--- src/dbr_pkg.sv ---
// Package for the button debounce core with press lockout.
// Holds the transaction payload types, the lane interface types and shared constants.
// No dependencies.
`timescale 1ns / 1ps
`default_nettype none

package dbr_pkg;

	// Fixed field widths.
	localparam int unsigned BTN_W   = 4;
	localparam int unsigned TIME_W  = 48;
	localparam int unsigned COUNT_W = 8;
	localparam int unsigned GUARD_W = 16;
	localparam int unsigned CFG_IDX_W  = 8;
	localparam int unsigned CFG_DATA_W = 16;

	// Saturation limits.
	localparam logic [COUNT_W-1:0] COUNT_CEIL = 8'hFF;
	localparam logic [TIME_W-1:0]  TIME_MAX   = {TIME_W{1'b1}};

	// Register reset values.
	localparam logic [COUNT_W-1:0] DEBOUNCE_RESET = 8'd4;
	localparam logic [GUARD_W-1:0] GUARD_RESET    = 16'd350;

	// Configuration register indexes.
	localparam logic [CFG_IDX_W-1:0] REG_DEBOUNCE_SAMPLES = 8'd0;
	localparam logic [CFG_IDX_W-1:0] REG_GUARD_MS         = 8'd1;

	// One input sample.
	typedef struct packed {
		logic [BTN_W-1:0]  raw_buttons;
		logic [TIME_W-1:0] now_ms;
		logic              consume_events;
	} sample_t;

	// One result.
	typedef struct packed {
		logic [BTN_W-1:0] stable_buttons;
		logic [BTN_W-1:0] new_presses;
		logic [BTN_W-1:0] pending_presses;
	} result_t;

	// Live configuration seen by every lane.
	typedef struct packed {
		logic [COUNT_W-1:0] debounce_samples;
		logic [GUARD_W-1:0] guard_ms;
	} cfg_t;

	// What one lane reports for the current sample.
	typedef struct packed {
		logic stable;
		logic rising;
	} lane_out_t;

endpackage

`default_nettype wire

--- src/dbr_lane.sv ---
// One button lane: change counter, debounced bit and press lockout deadline.
// Depends on dbr_pkg.
`timescale 1ns / 1ps
`default_nettype none

module dbr_lane (
	input  wire logic                          clk,
	input  wire logic                          arst_n,
	input  wire logic                          fire,
	input  wire logic                          raw_on,
	input  wire logic [dbr_pkg::TIME_W-1:0]    now_ms,
	input  wire dbr_pkg::cfg_t                 cfg,
	output dbr_pkg::lane_out_t                 lane
);
	import dbr_pkg::*;

	logic                 held_q;
	logic [COUNT_W-1:0]   count_q;
	logic [TIME_W-1:0]    deadline_q;

	logic                 differ;
	logic [COUNT_W-1:0]   count_inc;
	logic                 flip;
	logic                 rise;
	logic [TIME_W:0]      deadline_sum;
	logic [TIME_W-1:0]    deadline_next;

	// Count differing samples, saturating, and flip once the threshold is met.
	// A threshold of zero flips on the first differing sample, as one does.
	always_comb begin
		differ    = raw_on ^ held_q;
		count_inc = (count_q == COUNT_CEIL) ? count_q : count_q + COUNT_W'(1);
		flip      = differ && !(count_inc < cfg.debounce_samples);
		rise      = flip && raw_on && (now_ms >= deadline_q);
	end

	// The next lockout deadline saturates at the top of the time range.
	always_comb begin
		deadline_sum  = {1'b0, now_ms} + {{(TIME_W + 1 - GUARD_W){1'b0}}, cfg.guard_ms};
		deadline_next = deadline_sum[TIME_W] ? TIME_MAX : deadline_sum[TIME_W-1:0];
	end

	assign lane.stable = held_q ^ flip;
	assign lane.rising = rise;

	// Lane state advances on every accepted transaction.
	always_ff @(posedge clk or negedge arst_n) begin
		if (!arst_n) begin
			held_q     <= 1'b0;
			count_q    <= '0;
			deadline_q <= '0;
		end else if (fire) begin
			held_q  <= held_q ^ flip;
			count_q <= (!differ || flip) ? '0 : count_inc;
			if (rise) begin
				deadline_q <= deadline_next;
			end
		end
	end

	a_rise_sets_stable: assert property (@(posedge clk) disable iff (!arst_n)
		lane.rising |-> lane.stable && !held_q)
		else $error("lane reports a press without a debounced rising edge");

	a_count_clears_on_flip: assert property (@(posedge clk) disable iff (!arst_n)
		fire && flip |=> count_q == '0)
		else $error("change count not cleared after a flip");

	a_deadline_moves_on_rise: assert property (@(posedge clk) disable iff (!arst_n)
		fire && rise |=> deadline_q >= $past(now_ms))
		else $error("lockout deadline fell behind the accepted press time");

endmodule

`default_nettype wire

--- src/dbr_merge.sv ---
// Merging stage: collects lane results, keeps the pending press set and holds
// results in an output register with a skid entry. Depends on dbr_pkg.
`timescale 1ns / 1ps
`default_nettype none

module dbr_merge (
	input  wire logic                                   clk,
	input  wire logic                                   arst_n,
	input  wire logic                                   fire,
	input  wire logic                                   consume,
	input  wire dbr_pkg::lane_out_t [dbr_pkg::BTN_W-1:0] lanes,
	output logic                                        accept_ok,
	output logic                                        result_valid,
	input  wire logic                                   result_ready,
	output dbr_pkg::result_t                            result
);
	import dbr_pkg::*;

	logic [BTN_W-1:0] pending_q;
	logic [BTN_W-1:0] stable_now;
	logic [BTN_W-1:0] rising_now;
	logic [BTN_W-1:0] pending_now;
	result_t          fresh;

	result_t          main_q;
	logic             main_valid_q;
	result_t          skid_q;
	logic             skid_valid_q;
	logic             out_fire;

	// Gather the lane bits into one result.
	always_comb begin
		for (int i = 0; i < BTN_W; i++) begin
			stable_now[i] = lanes[i].stable;
			rising_now[i] = lanes[i].rising;
		end
		pending_now          = pending_q | rising_now;
		fresh.stable_buttons  = stable_now;
		fresh.new_presses     = rising_now;
		fresh.pending_presses = pending_now;
	end

	// Pending presses are reported first and then cleared when consumed.
	always_ff @(posedge clk or negedge arst_n) begin
		if (!arst_n) begin
			pending_q <= '0;
		end else if (fire) begin
			pending_q <= consume ? '0 : pending_now;
		end
	end

	// Output register and one skid entry; input is taken while the skid is empty.
	assign out_fire     = main_valid_q && result_ready;
	assign accept_ok    = !skid_valid_q;
	assign result_valid = main_valid_q;
	assign result       = main_q;

	always_ff @(posedge clk or negedge arst_n) begin
		if (!arst_n) begin
			main_valid_q <= 1'b0;
			skid_valid_q <= 1'b0;
		end else begin
			if (fire) begin
				if (!main_valid_q || out_fire) begin
					main_valid_q <= 1'b1;
				end else begin
					skid_valid_q <= 1'b1;
				end
			end else if (out_fire) begin
				if (skid_valid_q) begin
					skid_valid_q <= 1'b0;
				end else begin
					main_valid_q <= 1'b0;
				end
			end
		end
	end

	always_ff @(posedge clk) begin
		if (fire) begin
			if (!main_valid_q || out_fire) begin
				main_q <= fresh;
			end else begin
				skid_q <= fresh;
			end
		end else if (out_fire && skid_valid_q) begin
			main_q <= skid_q;
		end
	end

	a_skid_behind_main: assert property (@(posedge clk) disable iff (!arst_n)
		skid_valid_q |-> main_valid_q)
		else $error("skid entry holds a result while the output register is empty");

	a_new_in_pending: assert property (@(posedge clk) disable iff (!arst_n)
		main_valid_q |-> (main_q.new_presses & ~main_q.pending_presses) == '0)
		else $error("new press missing from the pending set");

	a_new_in_stable: assert property (@(posedge clk) disable iff (!arst_n)
		main_valid_q |-> (main_q.new_presses & ~main_q.stable_buttons) == '0)
		else $error("new press on a button that is not held");

	a_consume_clears: assert property (@(posedge clk) disable iff (!arst_n)
		fire && consume |=> pending_q == '0)
		else $error("pending set survived a consuming transaction");

endmodule

`default_nettype wire

--- src/button_debounce_retrigger_guard_core.sv ---
// Top level of the button debounce core with press lockout: configuration
// registers, one lane per button and the merging stage. Depends on dbr_pkg,
// dbr_lane and dbr_merge.
// A result is registered in the output register, or in the skid entry while the
// output is stalled. Throughput: one sample per cycle while the skid entry is free.
// A two-entry output stage keeps input flowing while one result is stalled.
// Reset clears all button state, the pending set and the output stage, and
// loads the registers with 4 samples and 350 ms.
`timescale 1ns / 1ps
`default_nettype none

module button_debounce_retrigger_guard_core #(
	parameter int unsigned NUM_BUTTONS = 4
) (
	input  wire logic                               clk,
	input  wire logic                               arst_n,
	input  wire logic                               sample_valid,
	output logic                                    sample_ready,
	input  wire dbr_pkg::sample_t                   sample,
	output logic                                    result_valid,
	input  wire logic                               result_ready,
	output dbr_pkg::result_t                        result,
	input  wire logic                               cfg_valid,
	output logic                                    cfg_ready,
	input  wire logic [dbr_pkg::CFG_IDX_W-1:0]      cfg_index,
	input  wire logic [dbr_pkg::CFG_DATA_W-1:0]     cfg_data
);
	import dbr_pkg::*;

	// Buttons past the field width are never sampled.
	localparam int unsigned LANES = (NUM_BUTTONS < BTN_W) ? NUM_BUTTONS : BTN_W;

	cfg_t                  cfg_q;
	logic                  fire;
	logic                  accept_ok;
	lane_out_t [BTN_W-1:0] lanes;

	// Configuration writes are always taken.
	assign cfg_ready = 1'b1;

	always_ff @(posedge clk or negedge arst_n) begin
		if (!arst_n) begin
			cfg_q.debounce_samples <= DEBOUNCE_RESET;
			cfg_q.guard_ms         <= GUARD_RESET;
		end else if (cfg_valid) begin
			unique case (cfg_index)
				REG_DEBOUNCE_SAMPLES: cfg_q.debounce_samples <= cfg_data[COUNT_W-1:0];
				REG_GUARD_MS:         cfg_q.guard_ms         <= cfg_data[GUARD_W-1:0];
				default: begin
				end
			endcase
		end
	end

	assign sample_ready = accept_ok;
	assign fire         = sample_valid && accept_ok;

	// One lane per sampled button; unused lanes report nothing.
	for (genvar g = 0; g < BTN_W; g++) begin : g_lane
		if (g < LANES) begin : g_on
			dbr_lane u_lane (
				.clk    (clk),
				.arst_n (arst_n),
				.fire   (fire),
				.raw_on (sample.raw_buttons[g]),
				.now_ms (sample.now_ms),
				.cfg    (cfg_q),
				.lane   (lanes[g])
			);
		end else begin : g_off
			assign lanes[g] = '0;
		end
	end

	dbr_merge u_merge (
		.clk          (clk),
		.arst_n       (arst_n),
		.fire         (fire),
		.consume      (sample.consume_events),
		.lanes        (lanes),
		.accept_ok    (accept_ok),
		.result_valid (result_valid),
		.result_ready (result_ready),
		.result       (result)
	);

endmodule

`default_nettype wire

--- config.mk ---
export PLATFORM = sky130hd
export DESIGN_NAME = button_debounce_retrigger_guard_core
export DESIGN_NICKNAME = d
export VERILOG_FILES = /design/src/dbr_pkg.sv /design/src/dbr_lane.sv /design/src/dbr_merge.sv /design/src/button_debounce_retrigger_guard_core.sv
export SDC_FILE = /design/constraint.sdc
export NUM_CORES = 1
export LEC_CHECK = 0
export BUFFER_PORTS_ARGS = -buffer_cell sky130_fd_sc_hd__buf_2
export CAP_MARGIN = 20
export CORE_MARGIN = 3
export CORE_UTILIZATION = 60
export CTS_CLUSTER_DIAMETER = 100
export DETAILED_ROUTE_END_ITERATION = 16
export PLACE_DENSITY = 0.84
export SETUP_SLACK_MARGIN = 0.3
export SKIP_CTS_REPAIR_TIMING = 1
export SYNTH_ARGS = -nofsm -noshare
export SYNTH_HDL_FRONTEND = slang
export SYNTH_SLANG_ARGS = --single-unit
--- constraint.sdc ---
create_clock -name clk -period 4.3 [get_ports clk]
set_input_delay 0.86 -clock clk [delete_from_list [all_inputs] [get_ports clk]]
set_output_delay 0.86 -clock clk [all_outputs]
set_load 0.02 [all_outputs]
# Yosys cells after proc, flatten, opt, wreduce, memory -nomap -nowiden
# Index checks and enable logic that the tools add are counted.
# Widths: inputs -> output; s select.
# classes
order_cmp	8
addsub	5
bitwise_logic	10
eq_ne	8
n_reduce_logical	43
muxes	20
# ops
operator	count
$ge 48x48->1	4
$mux 8	8
$add 48x16->49	1
$mux 48	1
$mux 12	3
$add 8x1->8 const B	4
$eq 8x8->1 const B	4
$lt 8x8->1	4
$reduce_and 2->1	9
$logic_and 1x1->1	15
$logic_not 1->1	10
$eq 8x1->1 const B	1
$logic_not 8->1	1
$xor 1x1->1	8
$mux 1	7
$logic_or 1x1->1	5
$mux 4	1
$ne 2x2->1 const B	2
$or 4x4->4	1
$reduce_bool 2->1	2
$reduce_and 3->1	1
$ne 2x1->1 const B	1
$not 1->1	1
# word_totals
elab_cells	117
reg_bits	282
in_bits	82
out_inout_bits	15

# Longest topological paths before layout
# depth
ltp_word	10
ltp_mapped	16
ltp_nobuf	13

# Cells and area by module
# A second synthesis with hierarchy kept.
# unflattened
hier_cells	2602
hier_area_um2	23450.0
# by_module_without_submodules
mod	instances	seq_area_each_um2	area_per_inst_um2	cells_each
dbr_lane at g_lane[0].g_on.u_lane ...	3	1426.4	5358.9	625
dbr_lane at g_lane[1].g_on.u_lane	1	1426.4	5173.7	601
dbr_merge	1	870.8	1192.4	68
button_debounce_retrigger_guard_core	1	609.3	1007.2	58

# Worst setup path before layout
# No wires, ideal clock.
# synth_timing
path_kind	register to register
startpoint	register g_lane[1].g_on.u_lane.count_q[0]
endpoint	register g_lane[1].g_on.u_lane.deadline_q[0]
t_required_ns	4.175
path_buffers	3
period_less_slack_ns	3.563
path_stages_with_launch	17
arrival_ns	3.438
path_slack_ns	0.737
setup_ns	0.125
path_cell_list	dfrtp_1 -> ha_1 -> nand3_2 -> or3_1 -> buf_6 -> mux2_2 -> ha_1 -> o21ai_0 -> nand2b_1 -> a21oi_1 -> nor2_1 -> a221o_1 -> and4bb_4 -> and2_4 -> buf_6 -> buf_6 -> mux2_4
# synth_lines
element	line	text
start, declared	dbr_lane.sv:18	logic [COUNT_W-1:0] count_q;
start signal, assigned	dbr_lane.sv:54	count_q <= (!differ || flip) ? '0 : count_inc;
end signal, assigned	dbr_lane.sv:56	deadline_q <= deadline_next;
end, declared	dbr_lane.sv:19	logic [TIME_W-1:0] deadline_q;

==> metrics.md <==
| Metric | Value |
|---|---|
| I/O Buffers | 95 |
| Min Hold Slack | 0.2864 ns |
| First-pass GRT wire length | 75.41 mm |
| Top_reg_cell synth | dfrtp_1 |
| CP Buf/Inv Count | 0 |
| Clk sinks | 282 |
| Sequential share of the synthesized area | 0.3889 |
| PnR Total Power | 6.952 mW |
| Worst-path cell chain | ha_1 > nand3_2 > or3_4 > mux2_2 > ha_1 > o21ai_0 > nand2b_1 > a21oi_1 > nor2_1 > a221o_1 > and4bb_4 > or2_2 > mux2_2 |
| Dominant cell type by area after synthesis | dfrtp_1 |
| Wire per inst | 20.41 um |
| Status | finished, final reports clean |
| Layout cells sized above 1 | 0.2214 |
| Max-capacitance violation count | 0 |
| Worst skew pair latency | 0.56 ns |
| CP arrival | slightly above 4 ns |
| Final setup vio count | 0 |
| Die W | 181.5 um |
| Number of vias per cell | approximately 6.2 |
| Worst R2R Path Depth | 13 |
| Crit Path Class | reg -> reg |
| Reg-to-Reg End | u_merge.result[1] |
| Critical path's largest stage delay | 0.47 ns |
| Delay-heaviest family, CP | simple AND/OR/NAND/NOR gates |
| Hold Path Class | in -> async |
| Clock Skew | ~0.011 ns |
| Die area | 32940 sq um |
| Critical Path RT | 4.61 ns |
| Area share of the leading cell type in the synthesized netlist | 0.3399 |
| H-tree levels | 1 |
| Overall routed net length | between 40 and 50 mm |
| Syn-to-layout area delta | 12.59% |
| Starting density of the core | 0.6153 |
| F_max | around 260 MHz |
| Remaining DRCs | 0 |
| Final hold violation count | 0 |
| Crit path max fanout | 8 |
| EDFF count, synth | 24 |
| Vias in the first global route | ~15000 |
| Post-route ant nets | 0 |
| Worst-Margin Slew | approximately 1.1 ns |
| Core area | 30030 sq um |
| Final slew viol count | 0 |
| CTS max path bufs | 3 |
| Register area | slightly above 7000 sq um |
| Power per Cell Area | between 300 and 400 nW/um^2 |
| Critical Path Sink Type | flip-flop |
| CTS Root Cell | clkbuf_16 |
| Syn avg cell area | just over 10 sq um |
| Tot GR Track Use | 0.2781 |
| Unrepaired setup endpoints after global routing | true |
| Largest net degree at the start of global routing | 91 |
| Most frequent cells in the layout | dfrtp_1 (251), ha_1 (240), inv_1 (225) |
| Die Y | approximately 180 um |
| Commonest non-fill, non-tap cell in the layout | dfrtp_1 |
| R2R setup slack | 0.45 ns |
| Synthesized cell area | around 18000 sq um |
| Synthesis-stage register bit count | 282 |
| TritonCTS Buffers | 31 |
| Clock slew at reported path FFs | 0.06 ns |
| Initial DRC count | 1073 |
| GRT overflow | 0 |
| Row Count | 63 |
| Fin crit period | just under 4 ns |
| Drt first pass iters | 7 |
| Post-Syn Instances | 1791 |
| Syn Nets | 2114 |
| Tcrit/Tclk final | 0.8944 |
| Nets | 2246 |
| Max stage delay cell, worst path | or3_4 |
| Top post-synthesis cells by area | dfrtp_1 (34%), ha_1 (16%), mux2_2 (9.6%), inv_1 (4.6%), edfxtp_1 (3.9%) |
| Setup TNS | 0 ns |
| FF-to-FF Start | g_lane[1].g_on.u_lane.count_q[0] |
| Fill cells | 2086 |
| Placed cell count | around 2300 |
| Yosys warns | 0 |
| Library cells used by synthesis | 69 |
| Startpoint types | flip-flop |
| IO Pins | 97 |
| Antenna violations before repair | 1 |
| CTS tree | done |
| Leakage | 9.894 nW |
| Vias post-DR | ~15000 |
| Final HPWL DP | about 34 mm |
| Max_slew headroom | 0.2745 |
| Async set or reset register ratio after synthesis | 0.9149 |
| Area of the multi-input gates | 10260 sq um |
| Placer Congestion | 0.8915 |
| Cell Count, Final, Fillers Out | roughly 2300 |
| Max IR drop VDD | 331.9 uV |
-- cells by family after synthesis --
family          synth area share
simple gates              0.1132
xor+xnor                 0.01747
fa+ha+maj                 0.1636
flops                     0.3889
mux                       0.1409
compound gates            0.1174
other cells            0.0002029
buf+inv                  0.05837
-- report_power, final --
part	internal [mW]	switching, mW	total, mW
sequential	2.86	0.137	3.00
clock	1.54	1.11	2.65
combinational	0.490	0.811	1.30
total	4.90	2.06	6.95
-- how the worst max path moves through the flow --
stage                                     start                                    to  depth (start not counted)
6_report       g_lane[1].g_on.u_lane.count_q[0]                     u_merge.result[1]                         13
3_3_place_gp                         sample[32]  g_lane[3].g_on.u_lane.deadline_q[22]                         12
2_1_floorplan  g_lane[1].g_on.u_lane.count_q[0]   g_lane[1].g_on.u_lane.deadline_q[0]                         16
4_1_cts        g_lane[3].g_on.u_lane.count_q[0]  g_lane[3].g_on.u_lane.deadline_q[14]                         15
5_1_grt        g_lane[3].g_on.u_lane.count_q[0]                     u_merge.result[3]                         16
3_5_place_dp                         sample[46]  g_lane[1].g_on.u_lane.deadline_q[17]                         11
-- stage by stage --
stage / area, sq um / worst slack, ns / utilization
5_1_grt: 20800 / 0.2728 / 0.6927
3_5_place_dp: 19650 / 0.1515 / 0.6541
2_1_floorplan: 18480 / 0.7373 / -
4_1_cts: 20650 / 0.3165 / 0.6877
3_3_place_gp: 19650 / 0.1758 / 0.6541
6_report: 20810 / 0.4540 / 0.6928
-- final cells by class --
type | count | area share
Tap cell | 390 | 0.02345
Multi-Input combinational cell | 1240 | 0.4932
Inverter | 225 | 0.04059
Clock inverter | 15 | 0.006254
Clock buffer | 42 | 0.04216
Antenna cell | 1 | 0.0001203
Timing Repair Buffer | 143 | 0.04889
Sequential cell | 282 | 0.3454
-- cell usage after synthesis (5+ instances only) --
master and instances:
nand2b_1 18, a31oi_1 12, nor2b_1 8, nor4_1 8, inv_1 225, nand4_1 49
buf_6 7, or3_1 8, buf_2 10, or4_1 6, a21oi_1 107, o21ai_1 6
o21a_1 21, edfxtp_1 24, nand3_1 61, nor2_1 47, ha_1 240, mux2_1 7
dfrtp_1 251, dfstp_2 7, a2bb2oi_1 8, nand2_1 128, and4_1 11, xor2_1 18
o211ai_1 5, xnor2_1 17, o31ai_1 9, o21ai_0 62, a21o_1 28, or2_2 10
clkbuf_1 23, a2111oi_0 8, nor3_1 27, and3_1 14, a22o_1 29, mux2_2 158
a221oi_1 13, mux2_4 47
-- routing by layer --
| layer | vias up | global-route usage | share of wire |
|---|---|---|---|
| met1 | 7135 | 0.3623 | 0.41 |
| li1 | 6709 | - | - |
| met5 | - | 0 | 0.00046 |
| met3 | 164 | 0.03486 | 0.070 |
| met4 | 2 | 0.1170 | 0.046 |
| met2 | 552 | 0.4708 | 0.48 |
-- sequential cells by signal, indices dropped and copies added, names as in the netlist --
signal and flops:
u_merge.skid_q 12, g_lane.g_on.u_lane.count_q 32, g_lane.g_on.u_lane.deadline_q 192, u_merge.result 12
g_lane.g_on.u_lane.held_q 4, u_merge.result_valid 1, cfg_q 24, u_merge.skid_valid_q 1
u_merge.pending_q 4
(Power assumes the default switching activity.)
